==> src/rtl/box_mean_filter_3x3_macros.svh <==
// Assertion macros shared by the box mean filter RTL
`ifndef BOX_MEAN_FILTER_3X3_MACROS_SVH
`define BOX_MEAN_FILTER_3X3_MACROS_SVH

// Same-cycle implication, checked outside reset; expects clk and rst in scope
`define BMF_ASSERT_IMP(label, ante, cons, msg) \
  label: assert property (@(posedge clk) disable iff (rst) (ante) |-> (cons)) \
    else $error(msg);

// Next-cycle implication, checked outside reset; expects clk and rst in scope
`define BMF_ASSERT_NXT(label, ante, cons, msg) \
  label: assert property (@(posedge clk) disable iff (rst) (ante) |=> (cons)) \
    else $error(msg);

`endif

==> src/rtl/bmf_pkg.sv <==
// Types, constants and helper functions of the box mean filter
`timescale 1ns / 1ps

package bmf_pkg;

  // Neighbourhood sum of up to nine 8-bit pixels
  localparam int SUM_W   = 12;
  localparam int RECIP_W = 15;
  localparam int SHIFT   = 16;
  localparam int PROD_W  = SUM_W + RECIP_W;

  localparam logic [RECIP_W-1:0] RECIP_4 = 15'd16384;
  localparam logic [RECIP_W-1:0] RECIP_6 = 15'd10923;
  localparam logic [RECIP_W-1:0] RECIP_9 = 15'd7282;

  typedef enum logic [1:0] {
    DIV_4,
    DIV_6,
    DIV_9
  } div_sel_t;

  typedef enum logic [1:0] {
    ST_IDLE,
    ST_READ,
    ST_WAIT,
    ST_PUSH
  } bmf_state_t;

  // Control that travels with each pixel read into the accumulator
  typedef struct packed {
    logic valid;
    logic first;
    logic last;
  } acc_ctl_t;

  // Reciprocal scaled by 2**SHIFT, exact for sums below 2**15
  function automatic logic [RECIP_W-1:0] recip(input div_sel_t sel);
    logic [RECIP_W-1:0] r;
    case (sel)
      DIV_4:   r = RECIP_4;
      DIV_6:   r = RECIP_6;
      DIV_9:   r = RECIP_9;
      default: r = RECIP_9;
    endcase
    return r;
  endfunction

  // Ring slot of a row lying back rows behind the row in slot s
  function automatic logic [1:0] slot_back(input logic [1:0] s, input logic [1:0] back);
    logic [1:0] r;
    case ({s, back})
      4'b00_00: r = 2'd0;
      4'b00_01: r = 2'd2;
      4'b00_10: r = 2'd1;
      4'b01_00: r = 2'd1;
      4'b01_01: r = 2'd0;
      4'b01_10: r = 2'd2;
      4'b10_00: r = 2'd2;
      4'b10_01: r = 2'd1;
      4'b10_10: r = 2'd0;
      default:  r = 2'd0;
    endcase
    return r;
  endfunction

endpackage

==> src/rtl/bmf_ram.sv <==
// Generic single-port-write, single-port-read RAM with registered read
`timescale 1ns / 1ps

module bmf_ram #(
  parameter int WIDTH = 8,
  parameter int DEPTH = 48
) (
  input  logic                     clk,
  input  logic                     we,
  input  logic [$clog2(DEPTH)-1:0] waddr,
  input  logic [WIDTH-1:0]         wdata,
  input  logic [$clog2(DEPTH)-1:0] raddr,
  output logic [WIDTH-1:0]         rdata
);

  logic [WIDTH-1:0] mem [DEPTH];

  always_ff @(posedge clk) begin
    if (we) begin
      mem[waddr] <= wdata;
    end
    rdata <= mem[raddr];
  end

endmodule

==> src/rtl/bmf_mean.sv <==
// Neighbourhood accumulator and divide-by-4/6/9 unit
`timescale 1ns / 1ps

module bmf_mean (
  input  logic               clk,
  input  logic               rst,
  input  bmf_pkg::acc_ctl_t  ctl,
  input  logic [7:0]         pix,
  input  bmf_pkg::div_sel_t  div,
  output logic               mean_valid,
  output logic [7:0]         mean
);
  import bmf_pkg::*;

  logic [SUM_W-1:0]  sum;
  logic              sum_done;
  div_sel_t          div_hold;
  logic [PROD_W-1:0] prod;
  logic              prod_valid;

  always_ff @(posedge clk) begin
    if (rst) begin
      sum_done   <= 1'b0;
      prod_valid <= 1'b0;
    end else begin
      sum_done   <= ctl.valid && ctl.last;
      prod_valid <= sum_done;
    end
  end

  // Accumulate; restart on the first pixel of a neighbourhood
  always_ff @(posedge clk) begin
    if (ctl.valid) begin
      sum <= (ctl.first ? '0 : sum) + SUM_W'(pix);
      if (ctl.last) begin
        div_hold <= div;
      end
    end
    if (sum_done) begin
      prod <= PROD_W'(sum) * PROD_W'(recip(div_hold));
    end
  end

  assign mean_valid = prod_valid;
  assign mean       = prod[SHIFT+7:SHIFT];

endmodule

==> src/rtl/box_mean_filter_3x3.sv <==
// Top level of the 3x3 box mean filter with border shrink
`timescale 1ns / 1ps

// Usage
//   s_* : pixel beats in raster order; tdata[7:0] = pixel.
//   m_* : smoothed pixel beats; tdata = {mean, col, row}, tlast closes the
//         results caused by one input pixel, tuser marks the bottom-right pixel.
//   cfg_we/cfg_wdata : frame side (2..MAX_DIM, clamped); a write restarts the
//         frame. Write only while idle.
// Pixel (r,c) of the frame yields result (r-1,c-1), plus (r-1,last col) at a
// row end, plus the whole last row on the final pixel. First row and column
// pixels yield nothing.
// Flow: a pixel beat is taken only in IDLE. Each result then takes k = 4, 6
// or 9 neighbourhood reads, one per cycle through the single read port of the
// row store, then passes the accumulator and the reciprocal multiplier and is
// pushed. The next pixel is taken once every result of the previous one sits
// in the output register.
// Reset clears counters and handshakes and sets the side to 2; the row store
// holds no reset and is only read where the current frame has written it.
// A stalled receiver holds the output register; the block waits in PUSH.
module box_mean_filter_3x3 #(
  parameter int MAX_DIM = 16
) (
  input  logic        clk,
  input  logic        rst,
  input  logic        cfg_we,
  input  logic [4:0]  cfg_wdata,   // frame_side
  input  logic        s_tvalid,
  output logic        s_tready,
  input  logic [7:0]  s_tdata,     // [7:0] pixel_in
  output logic        m_tvalid,
  input  logic        m_tready,
  output logic [15:0] m_tdata,     // [3:0] out_row, [7:4] out_col, [15:8] mean_value
  output logic        m_tlast,     // last_of_run
  output logic        m_tuser      // [0] last_of_frame
);
  import bmf_pkg::*;

  `include "box_mean_filter_3x3_macros.svh"

  localparam int CW    = $clog2(MAX_DIM);
  localparam int NW    = $clog2(MAX_DIM + 1);
  localparam int DEPTH = 3 * MAX_DIM;
  localparam int AW    = $clog2(DEPTH);

  bmf_state_t state, state_next;

  logic [4:0]    frame_side;
  logic [NW-1:0] side;
  logic [CW-1:0] nm1;

  // Position of the next input pixel and its ring slot
  logic [CW-1:0] row_count, col_count;
  logic [1:0]    row_slot;

  // Accepted pixel
  logic [CW-1:0] px_row, px_col;
  logic [1:0]    px_slot;

  // Result being worked on
  logic [CW-1:0] job_row, job_col;
  logic          job_sweep;

  // Neighbourhood read walk
  logic          rd_first;
  logic [CW-1:0] rd_row, rd_col;
  acc_ctl_t      rd_data_ctl;

  logic [7:0]    mean_hold;

  logic          out_valid, out_last, out_lastf;
  logic [3:0]    out_row, out_col;
  logic [7:0]    out_mean;

  logic          s_acc, rd_go, push_go;

  // ---------------------------------------------------------------- side
  always_comb begin
    if (frame_side < 5'd2) begin
      side = NW'(2);
    end else if (8'(frame_side) > 8'(MAX_DIM)) begin
      side = NW'(MAX_DIM);
    end else begin
      side = NW'(frame_side);
    end
  end
  assign nm1 = CW'(side - NW'(1));

  // ---------------------------------------------------------------- input position
  logic          pos_oor;
  logic [CW-1:0] pos_row, pos_col;
  logic [1:0]    pos_slot;
  logic          pos_has_job;

  assign pos_oor     = (NW'(row_count) >= side) || (NW'(col_count) >= side);
  assign pos_row     = pos_oor ? '0 : row_count;
  assign pos_col     = pos_oor ? '0 : col_count;
  assign pos_slot    = pos_oor ? 2'd0 : row_slot;
  assign pos_has_job = (pos_row != '0) && (pos_col != '0);

  assign s_acc = s_tvalid && s_tready;

  // ---------------------------------------------------------------- job bounds
  logic          j_top, j_bot, j_left, j_right;
  logic [CW-1:0] rlo, rhi, clo, chi;
  div_sel_t      div_sel;

  assign j_top   = (job_row == '0);
  assign j_bot   = (job_row == nm1);
  assign j_left  = (job_col == '0);
  assign j_right = (job_col == nm1);
  assign rlo = j_top   ? job_row : job_row - CW'(1);
  assign rhi = j_bot   ? job_row : job_row + CW'(1);
  assign clo = j_left  ? job_col : job_col - CW'(1);
  assign chi = j_right ? job_col : job_col + CW'(1);

  always_comb begin
    if ((j_top || j_bot) && (j_left || j_right)) begin
      div_sel = DIV_4;
    end else if (j_top || j_bot || j_left || j_right) begin
      div_sel = DIV_6;
    end else begin
      div_sel = DIV_9;
    end
  end

  // Next result of this pixel: row-end column, then the last-row sweep
  logic nx_end, nx_sweep, nx_more, has_next;
  assign nx_end   = !job_sweep && (px_col == nm1) && !j_right;
  assign nx_sweep = !job_sweep && (px_col == nm1) && (px_row == nm1) && j_right;
  assign nx_more  = job_sweep && !j_right;
  assign has_next = nx_end || nx_sweep || nx_more;

  // ---------------------------------------------------------------- read walk
  logic [CW-1:0] cur_rr, cur_cc;
  logic          rd_last;
  logic [CW:0]   row_diff;
  logic [1:0]    rd_slot;
  logic [AW-1:0] rd_addr, wr_addr;
  logic [7:0]    rd_pix;

  assign cur_rr   = rd_first ? rlo : rd_row;
  assign cur_cc   = rd_first ? clo : rd_col;
  assign rd_last  = (cur_rr == rhi) && (cur_cc == chi);
  assign row_diff = {1'b0, px_row} - {1'b0, cur_rr};
  assign rd_slot  = slot_back(px_slot, row_diff[1:0]);
  assign rd_addr  = AW'(rd_slot) * AW'(MAX_DIM) + AW'(cur_cc);
  assign wr_addr  = AW'(pos_slot) * AW'(MAX_DIM) + AW'(pos_col);

  bmf_ram #(
    .WIDTH (8),
    .DEPTH (DEPTH)
  ) u_row_store (
    .clk   (clk),
    .we    (s_acc),
    .waddr (wr_addr),
    .wdata (s_tdata),
    .raddr (rd_addr),
    .rdata (rd_pix)
  );

  logic       mean_valid;
  logic [7:0] mean;

  bmf_mean u_mean (
    .clk        (clk),
    .rst        (rst),
    .ctl        (rd_data_ctl),
    .pix        (rd_pix),
    .div        (div_sel),
    .mean_valid (mean_valid),
    .mean       (mean)
  );

  // ---------------------------------------------------------------- FSM
  always_comb begin
    state_next = state;
    case (state)
      ST_IDLE: begin
        if (!cfg_we && s_acc && pos_has_job) state_next = ST_READ;
      end
      ST_READ: begin
        if (rd_last) state_next = ST_WAIT;
      end
      ST_WAIT: begin
        if (mean_valid) state_next = ST_PUSH;
      end
      ST_PUSH: begin
        if (push_go) state_next = has_next ? ST_READ : ST_IDLE;
      end
      default: state_next = ST_IDLE;
    endcase
  end

  always_comb begin
    s_tready = 1'b0;
    rd_go    = 1'b0;
    push_go  = 1'b0;
    case (state)
      ST_IDLE: s_tready = 1'b1;
      ST_READ: rd_go    = 1'b1;
      ST_WAIT: ;
      ST_PUSH: push_go  = !out_valid || m_tready;
      default: ;
    endcase
  end

  // ---------------------------------------------------------------- control registers
  always_ff @(posedge clk) begin
    if (rst) begin
      state       <= ST_IDLE;
      frame_side  <= 5'd2;
      row_count   <= '0;
      col_count   <= '0;
      row_slot    <= 2'd0;
      rd_data_ctl <= '0;
      out_valid   <= 1'b0;
    end else begin
      state       <= state_next;
      rd_data_ctl <= '{valid: rd_go, first: rd_first, last: rd_last};
      if (cfg_we) begin
        // restart the frame on any side write
        frame_side <= cfg_wdata;
        row_count  <= '0;
        col_count  <= '0;
        row_slot   <= 2'd0;
      end else if (s_acc) begin
        if (pos_col == nm1) begin
          col_count <= '0;
          if (pos_row == nm1) begin
            row_count <= '0;
            row_slot  <= 2'd0;
          end else begin
            row_count <= pos_row + CW'(1);
            row_slot  <= (pos_slot == 2'd2) ? 2'd0 : pos_slot + 2'd1;
          end
        end else begin
          row_count <= pos_row;
          col_count <= pos_col + CW'(1);
          row_slot  <= pos_slot;
        end
      end
      if (push_go) begin
        out_valid <= 1'b1;
      end else if (m_tready) begin
        out_valid <= 1'b0;
      end
    end
  end

  // ---------------------------------------------------------------- datapath registers
  always_ff @(posedge clk) begin
    if (s_acc) begin
      px_row    <= pos_row;
      px_col    <= pos_col;
      px_slot   <= pos_slot;
      job_row   <= pos_row - CW'(1);
      job_col   <= pos_col - CW'(1);
      job_sweep <= 1'b0;
      rd_first  <= 1'b1;
    end
    if (rd_go) begin
      rd_first <= 1'b0;
      if (cur_cc == chi) begin
        rd_col <= clo;
        rd_row <= cur_rr + CW'(1);
      end else begin
        rd_col <= cur_cc + CW'(1);
        rd_row <= cur_rr;
      end
    end
    if (mean_valid) begin
      mean_hold <= mean;
    end
    if (push_go) begin
      out_row   <= 4'(job_row);
      out_col   <= 4'(job_col);
      out_mean  <= mean_hold;
      out_last  <= !has_next;
      out_lastf <= job_sweep && j_right;
      rd_first  <= 1'b1;
      // advance to the next result of this pixel
      if (nx_end) begin
        job_col <= nm1;
      end else if (nx_sweep) begin
        job_row   <= nm1;
        job_col   <= '0;
        job_sweep <= 1'b1;
      end else if (nx_more) begin
        job_col <= job_col + CW'(1);
      end
    end
  end

  assign m_tvalid = out_valid;
  assign m_tdata  = {out_mean, out_col, out_row};
  assign m_tlast  = out_last;
  assign m_tuser  = out_lastf;

  // ---------------------------------------------------------------- assertions
  `BMF_ASSERT_IMP(a_mean_in_wait, mean_valid, state == ST_WAIT, "mean ready outside wait")
  `BMF_ASSERT_NXT(a_mean_to_push, mean_valid, state == ST_PUSH, "mean not pushed")
  `BMF_ASSERT_IMP(a_no_read_in_push, state == ST_PUSH, !rd_data_ctl.valid, "read at push")
  `BMF_ASSERT_IMP(a_frame_end_closes, m_tvalid && m_tuser, m_tlast, "frame end not run end")

endmodule
==> config.mk <==
export PLATFORM = sky130hd
export DESIGN_NAME = box_mean_filter_3x3
export DESIGN_NICKNAME = d
export VERILOG_FILES = /design/src/rtl/bmf_pkg.sv /design/src/rtl/bmf_ram.sv /design/src/rtl/bmf_mean.sv /design/src/rtl/box_mean_filter_3x3.sv
export VERILOG_INCLUDE_DIRS = /design/src /design/src/rtl
export SDC_FILE = /design/constraint.sdc
export NUM_CORES = 1
export LEC_CHECK = 0
export BUFFER_PORTS_ARGS = -buffer_cell sky130_fd_sc_hd__clkbuf_2
export CORE_MARGIN = 2
export CORE_UTILIZATION = 64
export CTS_CLUSTER_DIAMETER = 200
export DETAILED_ROUTE_END_ITERATION = 10
export PLACE_DENSITY = 0.81
export SYNTH_ARGS = -nofsm -noshare
export SYNTH_HDL_FRONTEND = slang
export SYNTH_SLANG_ARGS = --single-unit
==> constraint.sdc <==
create_clock -name clk -period 8.66 [get_ports clk]
set_input_delay 1.732 -clock clk [delete_from_list [all_inputs] [get_ports clk]]
set_output_delay 1.732 -clock clk [all_outputs]
set_load 0.01 [all_outputs]
==> flow_metrics.py, run 1 <==
metrics = {
    "outcome": {
        "status": "finished clean",
    },
    "synthesis": {
        "synth.area.top_cells": "edfxtp_1 (53%), fa_1 (6.4%), ha_1 (5.1%)",
        "synth.avg_cell_area_sq_um": 12.0,
        "ys.flop_type": "edfxtp_1",
        "ys_types": 77,
        "synth-seq-cells": 491,
        "yosysTopAreaCell": "edfxtp_1",
        "synth_edf_count": 450,
        "ys_seq_area_frac": 0.564,
        "synth_cells": 2120,
        "syn_area_sq_um": 25400,
        "yosysWarnings": 0,
        "syn-num-nets": 2323,
        "yosysTopAreaCellShare": 0.531,
        "async_flop_share": 0,
    },
    "layout": {
        "final_cell_mix": "edfxtp_1 (450), nand2_1 (299), inv_1 (169)",
        "areaGrowthSynthToFinish_pct": 8.55,
        "drive_gt1_frac": 0.0652,
        "fin_util": 0.700,
        "multi_input_area_sq_um": 10100,
        "final_cell_area_sq_um": 27600,
        "seqCellArea_sq_um": 14300,
        "layout.nets": 2312,
        "n_fill_cell": 2749,
        "num_antenna_cells": 0,
        "layout_commonest_cell": "edfxtp_1",
    },
    "cts": {
        "clkSlewWorstSetupHoldPaths_ps": 60,
        "cts-buffers-inserted": 48,
        "h-tree-depth": 2,
        "ctsResizeCount": 0,
        "cts.sinks": 491,
        "postCtsSetupRepairBufs": 0,
        "tritoncts": "done",
        "clk_path_buf_depth": 3,
        "clk_latency_ps": 600,
        "ctsHoldBuffers": 0,
        "cts-root-buf": "clkbuf_16",
    },
    "setup_path": {
        "worst_ep_arrival_time_ps": 7440,
        "cp-end-kind": "flop",
        "crit_type": "flop to flop",
        "reg2reg_depth": 20,
        "critPathMaxFanout": 23,
        "required_ps": 9000,
        "startpoint_type": "flop",
    },
    "timing": {
        "holdWs_ps": 417,
        "fin_setup_tns_ps": 0,
        "clock.fmax_ghz": 0.141,
        "worst_pin_slew_ps": 1400,
        "skew_ps": 13.4,
        "min_period_ps": 7100,
        "timing.final.setup_violations": 0,
        "period_share": 0.820,
        "relSlewSlack": 0.0619,
        "finalMaxSlewViolations": 0,
        "hold_violations": 0,
        "rsz0062_at_grt": "no",
    },
    "pwr": {
        "vdd_drop_max_uv": 213,
        "powerDensity_nw_per_um2": 185,
        "totalPowerFinal_w": 0.00511,
        "total_leakage_power_nw": 10.1,
    },
    "run": {
        "max-cap-violations": 0,
    },
    "global_routing": {
        "grt_max_degree": 82,
        "antenna_found_initial": 0,
        "first_global_vias": 16600,
        "grtUsageTotal": 0.284,
        "grt_pass1_wl_um": 91100,
        "grt-ovfl-total": 0,
    },
    "place": {
        "portBuffers": 37,
        "place_area_sq_um": 26000,
        "gp_congestion": 0.915,
        "dp_hpwl_um": 37800,
    },
    "route": {
        "drcViolationCount": 0,
        "ant_nets": 0,
        "drt-pass1-iter-count": 6,
        "wl_per_cell_um": 21.5,
        "routed_via_density": 6.20,
        "vias": 16600,
        "drt_iter0_drc": 1761,
        "totalWireLength_um": 57300,
    },
    "floorplanning": {
        "dieArea_sq_um": 41400,
        "die_h_um": 203,
        "coreArea_sq_um": 39500,
        "die_w_um": 203,
        "io_pins": 38,
        "start_util": 0.645,
        "std_cell_rows": 73,
    },
    "worst_hold_path": {
        "hold_depth": 0,
        "hp-class": "flop to flop",
    },
}
==> cells in the mapped netlist, drive strengths merged (5+ instances only) <==
master / number
o21ai: 43
a311oi: 34
nor3: 31
edfxtp: 450
nand3: 58
nor4: 8
or3: 12
o211ai: 9
a21o: 9
and2: 63
or2: 7
a2bb2oi: 5
dfxtp: 41
ha: 104
clkbuf: 96
nand2: 299
fa: 81
a31oi: 23
o2111ai: 34
and3: 6
nor2: 123
a21oi: 35
a22oi: 19
o221ai: 6
buf: 15
nand2b: 18
xor2: 25
a211oi: 45
mux2i: 106
inv: 173
xnor2: 50
nor2b: 23
==> registers in the layout (all words and copies together), names as in the netlist, 3 cells and up <==
name and count:
u_row_store.mem 384, u_mean.sum 12, mean_hold 8, out_mean 8, u_mean.prod 8, u_row_store.rdata 8
frame_side 5, col_count 4, job_col 4, job_row 4, out_col 4, out_row 4
px_col 4, px_row 4, rd_col 4, rd_row 4, row_count 4, rd_data_ctl 3
==> layer usage <==
metal	share of wire	GRT usage	vias to the layer above
met4	0.042	0.119	0
met2	0.48	0.466	720
li1	-	-	7557
met3	0.073	0.0515	165
met1	0.40	0.378	8111
met5	0	0	-
==> final timing paths <==
path	startpoint	to	slack, ps
max	u_mean.div_hold[1]	u_mean.prod[23]	1560
max reg2reg	u_mean.div_hold[1]	u_mean.prod[23]	1560
min	u_mean.prod[22]	mean_hold[6]	420
min reg2reg	u_mean.prod[22]	mean_hold[6]	420
==> critical path: stages (launching register included) <==
cell	delay, ps
edfxtp_1	660
nor2b_1	740
and2_1	360
fa_1	460
ha_1	330
xor2_1	170
fa_1	550
inv_1	50
fa_1	470
inv_1	50
fa_1	470
inv_1	50
ha_1	300
a211oi_1	210
o21ai_0	150
o2111ai_1	270
o211ai_1	220
o41ai_1	750
o2111ai_1	290
a21oi_1	230
xnor2_1	80
==> kinds of logic (layout without fill, tap and decap cells) <==
family | count (synthesis) | count (layout) | share of synthesized area
AO/OA/AOI/OAI | 301 | 301 | 0.0867
buffers and inverters | 285 | 311 | 0.0427
other | 1 | 1 | 0.000147
flip-flops | 491 | 491 | 0.564
adder cells (fa/ha/maj) | 185 | 185 | 0.115
multiplexers | 110 | 110 | 0.0435
AND/OR/NAND/NOR | 670 | 670 | 0.121
XOR/XNOR | 77 | 77 | 0.0279
==> metrics by stage <==
| stage | cells | worst slack (ps) |
|---|---|---|
| global placement | 2584 | 1890 |
| CTS | 2671 | 1540 |
| global route | 2671 | 1150 |
| detailed placement | 2584 | 1560 |
| finish | 2671 | 1560 |
| floorplan | 2120 | 2600 |
==> report_power, final <==
part	switching, W	internal, W	total [W]
clock	0.000879	0.00127	0.00215
combinational	0.000225	0.000108	0.000332
sequential	0.0000186	0.00261	0.00263
total	0.00112	0.00399	0.00511
==> layout make-up <==
class                   count  area share
clock inverters            17     0.00974
flip-flops and latches    491       0.519
multi-input cells        1344       0.364
clock buffers              70      0.0491
repair buffers             50      0.0102
inverters                 174      0.0238
well taps                 525      0.0238
No activity file was read; power rests on OpenSTA's default activity.
==> run 2, diff against run 1 <==
CORE_UTILIZATION = 57   (was 64)
PLACE_DENSITY = 0.76   (was 0.81)
clock period = 6.37 ns   (was 8.66 ns; I/O delays follow)
==> run 2 against run 1 <==
Net effect: utilization decreased by 6.8 points; sequential share of layout area decreased by 0.49 points; worst hold slack improved by 0.80 ps; count of clock-buffer cells in the layout decreased by 12; flip-flop and latch count unchanged.
==> flow_metrics.py, run 2 (same netlist as run 1, synthesis figures left out) <==
metrics = {
    "outcome": {
        "status": "finished clean",
    },
    "timing": {
        "finalMaxSlewViolations": 0,
        "timing.final.setup_violations": 0,
        "min_period_ps": 6020,
        "holdWs_ps": 418,
        "clock.fmax_ghz": 0.166,
        "hold_violations": 0,
        "relSlewSlack": 0.245,
        "skew_ps": 43.3,
        "rsz0062_at_grt": "no",
        "worst_pin_slew_ps": 1130,
        "fin_setup_tns_ps": 0,
        "period_share": 0.946,
    },
    "layout": {
        "final_cell_mix": "edfxtp_1 (450), nand2_1 (299), inv_1 (169)",
        "largest_register_ffs": 384,
        "drive_gt1_frac": 0.0753,
        "num_antenna_cells": 0,
        "regMostFlops": "u_row_store.mem",
        "layout.nets": 2327,
        "reg_top3": "u_row_store.mem: 384 flops, u_mean.sum: 12 flops",
        "areaGrowthSynthToFinish_pct": 9.58,
        "layout_commonest_cell": "edfxtp_1",
    },
    "setup_path": {
        "crit_family": "adder cells",
        "crit_chain": "or2_2, and2_1, fa_1, inv_1, fa_1, fa_1, inv_1, fa_1, inv_1, fa_1, inv_1, ha_1, a211oi_1, o21ai_0, o2111ai_1, o211ai_1, o41ai_2, buf_4, o2111ai_1, a21oi_1, xnor2_1",
        "worst_ep_arrival_time_ps": 6360,
        "cpMostUsedCell": "fa_1",
        "critPathMaxFanout": 7,
        "path_buf_inv": 5,
        "timing.reg2reg.setup_slack_ps": 350,
        "cp-end-kind": "flop",
        "crit_type": "flop to flop",
        "critPathMaxStageDelay_ps": 530,
        "slowest_stage": "fa_1",
        "startpoint_type": "flop",
        "required_ps": 6700,
    },
    "route": {
        "vias": 16200,
        "totalWireLength_um": 57200,
        "ant_nets": 0,
        "wl_met1_um": 24100,
        "routed_via_density": 5.89,
        "top_layer_used": "met5",
        "drt_iter0_drc": 1509,
        "drcViolationCount": 0,
        "dr_wl_met2_um": 28000,
        "route.met3.wl_um": 3570,
        "wl_per_cell_um": 20.7,
        "drt-pass1-iter-count": 5,
    },
    "cts": {
        "cts-root-buf": "clkbuf_16",
        "postCtsSetupRepairBufs": 0,
        "clk_path_buf_depth": 3,
        "cts-buffers-inserted": 50,
        "clk_latency_ps": 620,
        "clkSlewWorstSetupHoldPaths_ps": 60,
        "cts.sinks": 491,
        "ctsHoldBuffers": 0,
        "ctsResizeCount": 0,
        "tritoncts": "done",
        "h-tree-depth": 2,
    },
    "floorplanning": {
        "coreArea_sq_um": 44100,
        "std_cell_rows": 77,
        "start_util": 0.576,
        "die_h_um": 215,
        "dieArea_sq_um": 46300,
        "die_w_um": 215,
        "io_pins": 38,
    },
    "pwr": {
        "powerDensity_nw_per_um2": 250,
        "totalPowerFinal_w": 0.00696,
        "vdd_drop_max_uv": 246,
        "total_leakage_power_nw": 10.2,
    },
    "global_routing": {
        "grtUsageTotal": 0.248,
        "antenna_found_initial": 1,
        "grt_max_degree": 101,
        "grt-ovfl-total": 0,
        "first_global_vias": 16200,
        "grt_pass1_wl_um": 89600,
    },
    "worst_hold_path": {
        "hp-class": "flop to flop",
    },
    "run": {
        "max-cap-violations": 0,
    },
    "place": {
        "dp_hpwl_um": 37900,
        "gp_congestion": 0.940,
        "portBuffers": 37,
    },
}
==> run 2: report_power, final <==
part	total (W)	internal [W]	switching (W)
clock	0.00293	0.00168	0.00125
combinational	0.000459	0.000155	0.000305
sequential	0.00357	0.00355	0.0000247
==> run 2: layout make-up <==
cell class              count  area [sq um]
well taps                 592           741
inverters                 174           658
clock buffers              58          1300
fillers                  3453         16300
repair buffers             63           418
clock inverters            35           358
multi-input cells        1344         10100
flip-flops and latches    491         14300
==> run 2: path summary, 6_finish.rpt <==
check	from	to	cells after the start
setup / recovery	u_mean.div_hold[0]	u_mean.prod[23]	21
hold / removal	mean_hold[7]	out_mean[7]	0
setup reg to reg	u_mean.div_hold[0]	u_mean.prod[23]	21
hold reg to reg	mean_hold[7]	out_mean[7]	0
==> run 2: metal layers <==
metal  up-vias  GRT usage
met4         2     0.0818
met3        96     0.0369
li1       7592          -
met5         -          0
met2       575      0.417
met1      7961      0.332
==> run 2: metrics by stage <==
step	cells	util	setup slack, ps	instance area (sq um)
2_1_floorplan	2120	-	308	25400
3_3_place_gp	2664	0.594	439	26200
3_5_place_dp	2664	0.594	293	26200
4_1_cts	2757	0.631	265	27900
5_1_grt	2757	0.632	29.6	27900
6_report	2757	0.632	346	27900
